## src/hdl/irr_pkg.sv

```systemverilog
package irr_pkg;

    localparam int STORE_DEPTH = 128;
    localparam int ADDR_W      = $clog2(STORE_DEPTH);
    localparam int CNT_W       = $clog2(STORE_DEPTH + 1);
    localparam int HEAD_LEN    = 4;
    localparam logic [15:0] PLEN_MAX = 16'(STORE_DEPTH - HEAD_LEN);

    localparam logic [7:0] IDLE_LIMIT_RESET = 8'd8;

    localparam logic [7:0] CH_O = 8'h4F;
    localparam logic [7:0] CH_K = 8'h4B;
    localparam logic [7:0] CH_F = 8'h46;
    localparam logic [7:0] CH_L = 8'h4C;
    localparam logic [7:0] CH_P = 8'h50;
    localparam logic [7:0] CH_D = 8'h44;

    typedef enum logic [1:0] {
        OP_START = 2'd0,
        OP_BYTE  = 2'd1,
        OP_TICK  = 2'd2,
        OP_READ  = 2'd3
    } t_opcode;

    typedef enum logic [1:0] {
        ST_OK      = 2'd0,
        ST_FAIL    = 2'd1,
        ST_TIMEOUT = 2'd2,
        ST_READ    = 2'd3
    } t_status;

    typedef struct packed {
        t_status    status;
        logic [7:0] count;
        logic       is_read;
        logic       entry_valid;
    } t_result;

endpackage

```

## src/hdl/irr_ram.sv

```systemverilog
module irr_ram #(
    parameter int WIDTH = 8,
    parameter int DEPTH = 128
) (
    input  logic                     i_clk,
    input  logic                     i_wr_en,
    input  logic [$clog2(DEPTH)-1:0] i_wr_addr,
    input  logic [WIDTH-1:0]         i_wr_data,
    input  logic                     i_rd_en,
    input  logic [$clog2(DEPTH)-1:0] i_rd_addr,
    output logic [WIDTH-1:0]         o_rd_data
);

    logic [WIDTH-1:0] r_mem [DEPTH];
    logic [WIDTH-1:0] r_rd_data;

    always_ff @(posedge i_clk) begin
        if (i_wr_en) begin
            r_mem[i_wr_addr] <= i_wr_data;
        end
        if (i_rd_en) begin
            r_rd_data <= r_mem[i_rd_addr];
        end
    end

    assign o_rd_data = r_rd_data;

endmodule

```

## src/hdl/isp_reply_receiver.sv

```systemverilog
// Bootloader reply receiver. One request is accepted every clock cycle unless the
// result path is full and the output side stalls; each result is registered in the
// first stage (alongside the reply-store registered read) and then in the output
// register, and results keep flowing while the output side stalls as long as the
// two-entry result path has room. The reply bytes live in a single-port-write,
// registered-read RAM; a per-entry valid bit cleared by a start request makes
// never-written entries read as zero, so no clearing pass is needed. The first
// four reply bytes are shadowed in registers so the PD / OK / FL header and
// payload length are decoded in the same cycle as the byte that completes them.
module isp_reply_receiver (
    input  logic        i_clk,
    input  logic        i_rst_n,
    input  logic        i_cfg_wr_en,
    input  logic [7:0]  i_cfg_wr_data,    // idle_limit
    input  logic        i_s_axis_tvalid,
    output logic        o_s_axis_tready,
    // rx_byte[7:0], timeout_limit[23:8], read_index[30:24], zero[31]
    input  logic [31:0] i_s_axis_tdata,
    input  logic [1:0]  i_s_axis_tuser,   // opcode
    output logic        o_m_axis_tvalid,
    input  logic        i_m_axis_tready,
    output logic [15:0] o_m_axis_tdata,   // received_count[7:0], data_byte[15:8]
    output logic [1:0]  o_m_axis_tuser    // status
);

    localparam int AW = irr_pkg::ADDR_W;
    localparam int CW = irr_pkg::CNT_W;
    localparam int DEPTH = irr_pkg::STORE_DEPTH;

    // request fields
    irr_pkg::t_opcode w_op;
    logic [7:0]       w_rx;
    logic [15:0]      w_tlim;
    logic [6:0]       w_ridx;
    logic [AW-1:0]    w_rd_addr;
    logic             w_ridx_in_range;
    logic             w_accept;

    assign w_op   = irr_pkg::t_opcode'(i_s_axis_tuser);
    assign w_rx   = i_s_axis_tdata[7:0];
    assign w_tlim = i_s_axis_tdata[23:8];
    assign w_ridx = i_s_axis_tdata[30:24];
    assign w_rd_addr = AW'(w_ridx);
    assign w_ridx_in_range = ({25'd0, w_ridx} < 32'(DEPTH));
    assign w_accept = i_s_axis_tvalid && o_s_axis_tready;

    // state
    logic [7:0]       r_idle_limit;
    logic             r_listen, n_listen;
    logic [CW-1:0]    r_count, n_count;
    logic [15:0]      r_elapsed, n_elapsed;
    logic [7:0]       r_silent, n_silent;
    logic [15:0]      r_timeout, n_timeout;
    logic [DEPTH-1:0] r_valid, n_valid;
    logic [7:0]       r_head [irr_pkg::HEAD_LEN];
    logic [7:0]       n_head [irr_pkg::HEAD_LEN];

    // working values
    logic [CW-1:0]    w_cnt1;
    logic [15:0]      w_plen_raw;
    logic [15:0]      w_plen;
    logic [16:0]      w_need;
    logic [15:0]      w_e1;
    logic [7:0]       w_s1;
    logic             w_new_ok, w_new_fl, w_old_ok, w_old_fl;
    logic             w_wr_en;
    logic             w_rd_en;

    logic             w_res_valid;
    irr_pkg::t_result w_res;

    // result path
    logic             r_p_valid;
    irr_pkg::t_result r_p_res;
    logic             r_o_valid;
    logic [1:0]       r_o_status;
    logic [7:0]       r_o_count;
    logic [7:0]       r_o_data;
    logic             w_p_adv;
    logic [7:0]       w_rd_data;
    logic [7:0]       w_p_data;

    assign w_p_adv = !r_o_valid || i_m_axis_tready;
    assign o_s_axis_tready = !r_p_valid || w_p_adv;

    // header decode on the shadow registers after this byte lands
    assign w_plen_raw = {n_head[3], n_head[2]};
    assign w_plen = (w_plen_raw > irr_pkg::PLEN_MAX) ? irr_pkg::PLEN_MAX : w_plen_raw;
    assign w_need = 17'(irr_pkg::HEAD_LEN) + {1'b0, w_plen};
    assign w_new_ok = (n_head[0] == irr_pkg::CH_O) && (n_head[1] == irr_pkg::CH_K);
    assign w_new_fl = (n_head[0] == irr_pkg::CH_F) && (n_head[1] == irr_pkg::CH_L);
    assign w_old_ok = (r_head[0] == irr_pkg::CH_O) && (r_head[1] == irr_pkg::CH_K)
                   && (r_count >= CW'(2));
    assign w_old_fl = (r_head[0] == irr_pkg::CH_F) && (r_head[1] == irr_pkg::CH_L)
                   && (r_count >= CW'(2));
    assign w_e1 = (r_elapsed == 16'hFFFF) ? r_elapsed : r_elapsed + 16'd1;
    assign w_s1 = (r_silent == 8'hFF) ? r_silent : r_silent + 8'd1;
    assign w_rd_en = w_accept && (w_op == irr_pkg::OP_READ);

    always_comb begin
        n_listen  = r_listen;
        n_count   = r_count;
        n_elapsed = r_elapsed;
        n_silent  = r_silent;
        n_timeout = r_timeout;
        n_valid   = r_valid;
        n_head    = r_head;
        w_cnt1    = r_count;
        w_wr_en   = 1'b0;
        w_res_valid         = 1'b0;
        w_res.status        = irr_pkg::ST_TIMEOUT;
        w_res.count         = 8'(r_count);
        w_res.is_read       = 1'b0;
        w_res.entry_valid   = 1'b0;
        if (w_accept) begin
            unique case (w_op)
                irr_pkg::OP_START: begin
                    n_valid   = '0;
                    for (int i = 0; i < irr_pkg::HEAD_LEN; i++) begin
                        n_head[i] = 8'd0;
                    end
                    n_count   = '0;
                    n_elapsed = 16'd0;
                    n_silent  = 8'd0;
                    n_timeout = w_tlim;
                    if (w_tlim == 16'd0) begin
                        n_listen     = 1'b0;
                        w_res_valid  = 1'b1;
                        w_res.status = irr_pkg::ST_TIMEOUT;
                        w_res.count  = 8'd0;
                    end else begin
                        n_listen = 1'b1;
                    end
                end
                irr_pkg::OP_READ: begin
                    w_res_valid       = 1'b1;
                    w_res.status      = irr_pkg::ST_READ;
                    w_res.is_read     = 1'b1;
                    w_res.entry_valid = w_ridx_in_range && r_valid[w_rd_addr];
                end
                irr_pkg::OP_BYTE: begin
                    if (r_listen) begin
                        n_silent = 8'd0;
                        if (r_count < CW'(DEPTH)) begin
                            w_wr_en = 1'b1;
                            n_valid[r_count[AW-1:0]] = 1'b1;
                            if (r_count < CW'(irr_pkg::HEAD_LEN)) begin
                                n_head[r_count[1:0]] = w_rx;
                            end
                            w_cnt1 = r_count + CW'(1);
                        end
                        if ((w_cnt1 >= CW'(2)) && (n_head[0] == irr_pkg::CH_P)
                                && (n_head[1] == irr_pkg::CH_D)) begin
                            // pending: drop the count and restart the timeout
                            n_count   = '0;
                            n_elapsed = 16'd0;
                        end else begin
                            n_count = w_cnt1;
                            if ((w_new_ok || w_new_fl) && (w_cnt1 >= CW'(irr_pkg::HEAD_LEN))
                                    && (17'(w_cnt1) >= w_need)) begin
                                n_listen     = 1'b0;
                                w_res_valid  = 1'b1;
                                w_res.status = w_new_ok ? irr_pkg::ST_OK : irr_pkg::ST_FAIL;
                                w_res.count  = 8'(w_cnt1);
                            end
                        end
                    end
                end
                irr_pkg::OP_TICK: begin
                    if (r_listen) begin
                        n_elapsed = w_e1;
                        n_silent  = w_s1;
                        priority if ((w_old_ok || w_old_fl) && (w_s1 >= r_idle_limit)) begin
                            n_listen     = 1'b0;
                            w_res_valid  = 1'b1;
                            w_res.status = w_old_ok ? irr_pkg::ST_OK : irr_pkg::ST_FAIL;
                        end else if (w_e1 >= r_timeout) begin
                            n_listen     = 1'b0;
                            w_res_valid  = 1'b1;
                            w_res.status = irr_pkg::ST_TIMEOUT;
                        end else begin
                            n_listen = r_listen;
                        end
                    end
                end
                default: begin
                    n_listen = r_listen;
                end
            endcase
        end
    end

    always_ff @(posedge i_clk) begin
        if (!i_rst_n) begin
            r_idle_limit <= irr_pkg::IDLE_LIMIT_RESET;
            r_listen     <= 1'b0;
            r_count      <= '0;
            r_elapsed    <= 16'd0;
            r_silent     <= 8'd0;
            r_timeout    <= 16'd0;
            r_valid      <= '0;
            for (int i = 0; i < irr_pkg::HEAD_LEN; i++) begin
                r_head[i] <= 8'd0;
            end
        end else begin
            if (i_cfg_wr_en) begin
                r_idle_limit <= i_cfg_wr_data;
            end
            r_listen  <= n_listen;
            r_count   <= n_count;
            r_elapsed <= n_elapsed;
            r_silent  <= n_silent;
            r_timeout <= n_timeout;
            r_valid   <= n_valid;
            r_head    <= n_head;
        end
    end

    irr_ram #(
        .WIDTH (8),
        .DEPTH (DEPTH)
    ) u_store (
        .i_clk     (i_clk),
        .i_wr_en   (w_wr_en),
        .i_wr_addr (r_count[AW-1:0]),
        .i_wr_data (w_rx),
        .i_rd_en   (w_rd_en),
        .i_rd_addr (w_rd_addr),
        .o_rd_data (w_rd_data)
    );

    // ram read data holds while the first stage is stalled, since no new read issues
    assign w_p_data = (r_p_res.is_read && r_p_res.entry_valid) ? w_rd_data : 8'd0;

    always_ff @(posedge i_clk) begin
        if (!i_rst_n) begin
            r_p_valid <= 1'b0;
            r_o_valid <= 1'b0;
        end else begin
            if (o_s_axis_tready) begin
                r_p_valid <= w_res_valid;
            end
            if (w_p_adv) begin
                r_o_valid <= r_p_valid;
            end
        end
    end

    always_ff @(posedge i_clk) begin
        if (o_s_axis_tready && w_res_valid) begin
            r_p_res <= w_res;
        end
        if (w_p_adv && r_p_valid) begin
            r_o_status <= r_p_res.status;
            r_o_count  <= r_p_res.count;
            r_o_data   <= w_p_data;
        end
    end

    assign o_m_axis_tvalid = r_o_valid;
    assign o_m_axis_tdata  = {r_o_data, r_o_count};
    assign o_m_axis_tuser  = r_o_status;

endmodule

```

## config.mk

```make
export PLATFORM = sky130hd
export DESIGN_NAME = isp_reply_receiver
export DESIGN_NICKNAME = d
export VERILOG_FILES = /design/src/hdl/irr_pkg.sv /design/src/hdl/irr_ram.sv /design/src/hdl/isp_reply_receiver.sv
export SDC_FILE = /design/constraint.sdc
export NUM_CORES = 2
export LEC_CHECK = 0
export BUFFER_PORTS_ARGS = -buffer_cell sky130_fd_sc_hd__buf_2
export CAP_MARGIN = 20
export CORE_MARGIN = 1.5
export CORE_UTILIZATION = 56
export CTS_BUF_LIST = sky130_fd_sc_hd__clkbuf_4 sky130_fd_sc_hd__clkbuf_8
export CTS_CLUSTER_SIZE = 25
export DETAILED_ROUTE_END_ITERATION = 10
export GPL_TIMING_DRIVEN = 0
export HOLD_SLACK_MARGIN = 0.02
export PLACE_DENSITY = 0.72
export RECOVER_POWER = 100
export REMOVE_ABC_BUFFERS = 1
export SLEW_MARGIN = 40
export SYNTH_ARGS = -nofsm -noshare
export SYNTH_HDL_FRONTEND = slang
export SYNTH_SLANG_ARGS = --single-unit
```

## constraint.sdc

```tcl
create_clock -name i_clk -period 6.3 [get_ports i_clk]
set_input_delay 0.63 -clock i_clk [delete_from_list [all_inputs] [get_ports i_clk]]
set_output_delay 0.63 -clock i_clk [all_outputs]
set_load 0.02 [all_outputs]
```

# Word level (Yosys, flattened, before mapping)
# Memories as Yosys holds them, arrays and structs flattened. A register that Yosys moved wholly into a read port is not among the register bits.
# Cells that the tools add are included.
# op_classes
addsub,4
bitwise,2
reduce_logical,35
n_lt_le_gt_ge,14
n_mux,70
eq_ne,19
# op_table
cell,n
$mux W128,2
$pmux W128 S2,1
$mux W32,7
$or A128 B128 Y128,1
$mux W8,11
$eq A8 B7 Y1 const B,10
$mux W16,5
$pmux W32 S2,1
$pmux W16 S3,1
$mux W10,4
$bwmux W32,1
$pmux W8 S2,2
$mux W1,25
$pmux W8 S3,1
$logic_and A1 B1 Y1,18
$add A3 B16 Y17 const A,1
$ge A8 B17 Y1,1
$add A16 B1 Y16 const B,1
$add A8 B1 Y8 const B,2
$demux W8 S2,1
$eq A16 B16 Y1 const B,1
$ge A16 B16 Y1,1
$ge A8 B2 Y1 const B,2
$gt A16 B7 Y1 const B,1
other kinds (29),43
# totals
output_inout_bits,20
regBits,249
mem_bits_rw,1024
inputBits,47
n_memories,1
# mem_list
memory,words,word_bits,rd,rd_ports_with_merged_regs,write_ports,line_no,rtl
u_store.r_mem,128,8,1,1,1,irr_ram.sv:14,logic [WIDTH-1:0] r_mem [DEPTH];

# Depth between registers and ports, before layout
# depth
ltp_word,25
depth_mapped,21
depth_no_buf,20

# By module
# A second synthesis with hierarchy kept.
# unflattened
hier_cells,2915
area_unflattened_um2,51607.0
# modules_own_cells
mod,seq_area_each_um2,instances,cells_each,area_per_inst_um2
irr_ram,30989.7,1,1635,39745.6
isp_reply_receiver,5285.1,1,1280,11861.4

# Worst setup path after synthesis
# Ideal clock, no wire load.
# synth_path
path_type,in2reg
from,input i_s_axis_tuser[0]
to,register r_p_res[0] (netlist name) (enable)
slack_ns,1.521
arrival_time_ns,4.481
stages,19
setup_ns,0.298
path_cell_list,inv_1 > ha_1 > clkbuf_1 > nor2b_1 > nand3_1 > a31o_2 > and3_1 > a311oi_2 > nand2_1 > ha_1 > xnor2_1 > ha_1 > a21oi_1 > o21ai_0 > a2111oi_0 > nor3_1 > nand3_1 > o22ai_1 > a41o_1
# synth_via
elab_chain_cells,14
# synth_lines
item,line_no,rtl
from (decl),isp_reply_receiver.sv:19,"input logic [1:0] i_s_axis_tuser,"
$eq A2 B1 Y1 or $logic_not A2 Y1 (tied branches),isp_reply_receiver.sv:116,unique case (w_op)
$pmux W32 S2,isp_reply_receiver.sv:116,
$mux W32,isp_reply_receiver.sv:115,if (w_accept) begin
"$gt A16 B7 Y1, or another cell as far along",isp_reply_receiver.sv:88,assign w_plen = (w_plen_raw > irr_pkg::PLEN_MAX) ? irr_pkg::PLEN_MAX : w_plen_raw;
"$mux W16, or another cell as far along",isp_reply_receiver.sv:88,
$add A3 B16 Y17 or $logic_or A1 B1 Y1 (tied branches),"isp_reply_receiver.sv:89, isp_reply_receiver.sv:159",
$ge A8 B17 Y1 or $logic_and A1 B1 Y1 (tied branches),"isp_reply_receiver.sv:160, isp_reply_receiver.sv:159",
$logic_and A1 B1 Y1,isp_reply_receiver.sv:160,&& (17'(w_cnt1) >= w_need)) begin
$mux W1,isp_reply_receiver.sv:159,if ((w_new_ok || w_new_fl) && (w_cnt1 >= CW'(irr_pkg::HEAD_LEN))
$mux W1,isp_reply_receiver.sv:152,if ((w_cnt1 >= CW'(2)) && (n_head[0] == irr_pkg::CH_P)
$mux W1,isp_reply_receiver.sv:142,if (r_listen) begin
$pmux W1 S4 (*),isp_reply_receiver.sv:116,
$mux W1 (*),isp_reply_receiver.sv:115,
$logic_and A1 B1 Y1 (*),isp_reply_receiver.sv:250,if (o_s_axis_tready && w_res_valid) begin
to (signal assigned),isp_reply_receiver.sv:251,r_p_res <= w_res;
to (decl),isp_reply_receiver.sv:74,irr_pkg::t_result r_p_res;
# Mark *: on every way between the ends. The rest lies on a longest branch, timed or not.
# A chain may end at the register's enable or synchronous reset.

# Worst setup path in the final report
# layout_path
from,"register r_o_valid, in the netlist o_m_axis_tvalid"
to,register r_p_res[10] (netlist name) (enable)
# layout_via
elab_chain_cells,16
# layout_lines
item,line_no,rtl
from (decl),isp_reply_receiver.sv:75,logic r_o_valid;
from (signal assigned),isp_reply_receiver.sv:244,r_o_valid <= r_p_valid;
$logic_not A1 Y1 (*),isp_reply_receiver.sv:83,assign w_p_adv = !r_o_valid || i_m_axis_tready;
$logic_or A1 B1 Y1 (*),isp_reply_receiver.sv:83,
$logic_or A1 B1 Y1 (*),isp_reply_receiver.sv:84,assign o_s_axis_tready = !r_p_valid || w_p_adv;
$logic_and A1 B1 Y1,isp_reply_receiver.sv:45,assign w_accept = i_s_axis_tvalid && o_s_axis_tready;
$mux W32,isp_reply_receiver.sv:115,
"$gt A16 B7 Y1, or another cell as far along",isp_reply_receiver.sv:88,
"$mux W16, or another cell as far along",isp_reply_receiver.sv:88,
$add A3 B16 Y17 or $logic_or A1 B1 Y1 (tied branches),"isp_reply_receiver.sv:89, isp_reply_receiver.sv:159",
$ge A8 B17 Y1 or $logic_and A1 B1 Y1 (tied branches),"isp_reply_receiver.sv:160, isp_reply_receiver.sv:159",
$logic_and A1 B1 Y1,isp_reply_receiver.sv:160,
$mux W1,isp_reply_receiver.sv:159,
$mux W1,isp_reply_receiver.sv:152,
$mux W1,isp_reply_receiver.sv:142,
$pmux W1 S4,isp_reply_receiver.sv:116,
$mux W1,isp_reply_receiver.sv:115,
$logic_and A1 B1 Y1 (*),isp_reply_receiver.sv:250,
# Marked as above.

==> results.cfg <==
[layout]
nets = 3231
nFillCells = 6407
syn2layout_area_growth_pct = 11.6
drive_above_1_share_pct = 24.6

[timing]
setup_violations = 0
tns_ps = 0
fin_crit_ps = 5780
final-hold-violation-count = 0
rsz0062_at_grt = no
skew_ps = 32.4
relSlewSlack_pct = -183
worst_pin_slew_ps = 4250
fin_crit_sh_pct = 91.7
drv_slew = 703
fmaxAchievable_ghz = 0.173

[critical_path]
r2r_slack_ps = 520
rr_worst_depth = 18
r2r-start = o_m_axis_tvalid$_SDFFE_PN0P_
critPathKind = flop to flop
cp-start-kind = flop
crit_required_ps = 6780
crit_fanout = 17
worstReg2RegEnd = r_p_res[10]$_SDFFCE_PN0P_
endpoint_kind = flop
startpoint = o_m_axis_tvalid$_SDFFE_PN0P_
cp.arrival_ps = 6250

[power_and_ir_drop]
p_per_area_nw_per_um2 = 292
power_uw = 16900
vdd_drop_max_uv = 205
p_leak_uw = 0.0187

[floorplanning]
die_h_um = 307
fp-row-count = 111
die_w_um = 307
die_area_um2 = 94500
start_util_pct = 56.5
ios = 67
coreArea_um2 = 91800

[synthesis]
synth_cells = 2995
yosys_warnings = 0
avgSynthCellArea_um2 = 17.3
async_flop_share_pct = 0
ys_seq_area_share_pct = 69.9
yosysUniqueCellTypes = 81
mappedNetlistArea_um2 = 51900
synthFlopType = edfxtp_1
synth_edf_count = 1062
ys_ff_latch = 1281

[hold_path]
min_path_cells = 3
hold_path_class = input port to flop
hp-start = i_s_axis_tdata[11]
holdPathEnd = r_timeout[3]$_SDFFE_PN0P_

[place]
portBuffers = 65
finalWeightedCongestion = 0.829
place_hpwl_mm = 73.0

[clocking]
root_buffer = clkbuf_8
cts_tree = done
clockBufferDepth = 3
cts_sinks = 1281
cts_max_level = 4
clk_latency_ps = 860
clk_pin_slew_worst_paths_ps = 60
cts_inserted_buffers = 194

[global_route]
overflow = 0
grt_pass1_vias = 28900
grt.total_usage_pct = 25.7
grt_pass1_wl_mm = 180
antenna_found_initial = 5
grt_max_degree = 102

[outcome]
violations = max-capacitance violations, max-slew violations
run_status = complete, but fails checks

[detailed_routing]
vias = 28800
vias_per_cell = 6.32
wl_per_cell_um = 26.3
drtPass1Iterations = 6
wl_mm = 119
drt_iter0_markers = 3221
ant_nets = 0
remaining_drc_errors = 0

[job]
max-cap-violations = 21
critical path, stage by stage (launching register included):
cell	delay (ps)
dfxtp_1	340
and3b_1	290
inv_2	240
and3_1	630
nand2_1	240
a31oi_1	440
a21oi_1	130
a311oi_2	380
nand2_1	140
ha_1	250
xnor2_1	180
ha_1	260
a21oi_1	120
o21ai_0	90
a2111oi_0	660
nor3_1	220
nand3_1	140
o22ai_1	130
a41o_1	530
synth_stat cells, drive strengths merged, types with 21 or more instances:
| cell type | n | area share (%) |
|---|---|---|
| o21ai | 21 | 0.20 |
| clkbuf | 109 | 0.79 |
| inv | 50 | 0.36 |
| ha | 43 | 1.0 |
| a22oi | 27 | 0.39 |
| nand3 | 75 | 0.72 |
| dfxtp | 219 | 8.4 |
| nor2 | 352 | 2.6 |
| nor3 | 26 | 0.28 |
| nand2 | 108 | 0.79 |
| buf | 65 | 0.64 |
| mux4 | 378 | 16 |
| a21oi | 192 | 1.9 |
| and3 | 25 | 0.30 |
| edfxtp | 1062 | 61 |
worst max-delay path by stage:
stage	to	slack (ps)
2_1_floorplan	r_p_res[0]$_SDFFCE_PN0P_	1050
3_3_place_gp	u_store.o_rd_data[4]$_DFFE_PP_	-4950
3_5_place_dp	r_p_res[3]$_DFFE_PP_	-520
4_1_cts	r_p_res[11]$_SDFFCE_PN1P_	320
5_1_grt	r_p_res[11]$_SDFFCE_PN1P_	110
6_report	r_p_res[10]$_SDFFCE_PN0P_	520
timing repair:
| action | CTS | global route |
|---|---|---|
| setup buffers | 0 | 0 |
| setup endpoints to repair | 0 | 3 |
| hold buffers | 22 | 0 |
| gates resized for setup | 0 | 1 |
| endpoints found under the hold margin | 22 | 0 |
cell usage in the layout (no fill, tap or decap), drive strengths merged, types with 5 or more instances in the layout:
cell type / instances
and3: 25
nor4: 11
nand4: 15
clkinvlp: 7
or2: 5
buf: 65
clkinv: 51
nor2: 352
ha: 43
and4: 5
o22ai: 5
nor3: 26
xnor2: 18
nand2: 108
dfxtp: 219
a31oi: 10
o2bb2ai: 6
a211oi: 9
clkbuf: 325
nand2b: 13
a21oi: 192
a22oi: 27
o21ai: 21
nor2b: 12
o21a: 5
and2: 17
o211ai: 8
bufinv: 6
mux2: 12
dlygate4sd3: 22
inv: 56
mux4: 378
a21o: 11
edfxtp: 1062
nand3: 75
mux2i: 13
o31ai: 5
area by class of cell:
class	instances	area, µm²	share of cell area [%]
tap	1243	1560	2.69
sequential	1281	36300	62.6
inverter	50	189	0.326
timing repair buffer	124	1170	2.03
antenna	2	5.00	0.00864
clock buffer	288	3450	5.96
clock inverter	70	536	0.925
multi-input combinational	1490	14700	25.4
layer usage:
| layer | global-route usage (%) | up-vias | wire length, µm |
|---|---|---|---|
| met5 | 0 | - | 27 |
| met4 | 6.72 | 4 | 2510 |
| met3 | 5.66 | 187 | 11400 |
| met2 | 41.3 | 1442 | 58600 |
| met1 | 36.2 | 14900 | 47000 |
| li1 | - | 12300 | - |
logic make-up after synthesis:
| family | count (synthesis) | synth area share (%) |
|---|---|---|
| AO/OA/AOI/OAI | 337 | 3.98 |
| multiplexers | 403 | 16.9 |
| flip-flops | 1281 | 69.9 |
| XOR/XNOR | 22 | 0.371 |
| AND/OR/NAND/NOR | 685 | 6.01 |
| buffers and inverters | 224 | 1.79 |
| adder cells (fa/ha/maj) | 43 | 1.04 |
registers in the layout (all words and copies together), names as in the netlist:
register	cells
r_head	32
r_idle_limit	8
u_store.r_mem	1024
u_store.o_rd_data	8
r_p_res	12
r_o_data	8
r_timeout	16
r_p_valid	1
r_silent	8
o_m_axis_tuser	2
r_count	8
r_o_count	8
o_m_axis_tvalid	1
r_elapsed	16
r_listen	1
r_valid	128
per-stage QoR:
stage | cells | hold slack, ps | utilization (%) | setup slack [ps] | instance area [µm²]
after global placement | 4129 | 413 | 57.8 | -4950 | 53000
after CTS | 4546 | 20.5 | 63.4 | 317 | 58200
after global routing | 4548 | 73.6 | 63.1 | 114 | 57900
final | 4548 | 86.4 | 63.1 | 524 | 57900
after detailed placement | 4166 | 412 | 58.9 | -525 | 54000
after floorplan | 2821 | 400 | - | 1050 | 51200
power by group:
group	total, µW	switching [µW]	internal, µW
logic	821	485	336
registers	9200	12.9	9180
clock network	6920	3150	3770
total	16900	3650	13300
No activity file was read; power rests on OpenSTA's default activity.
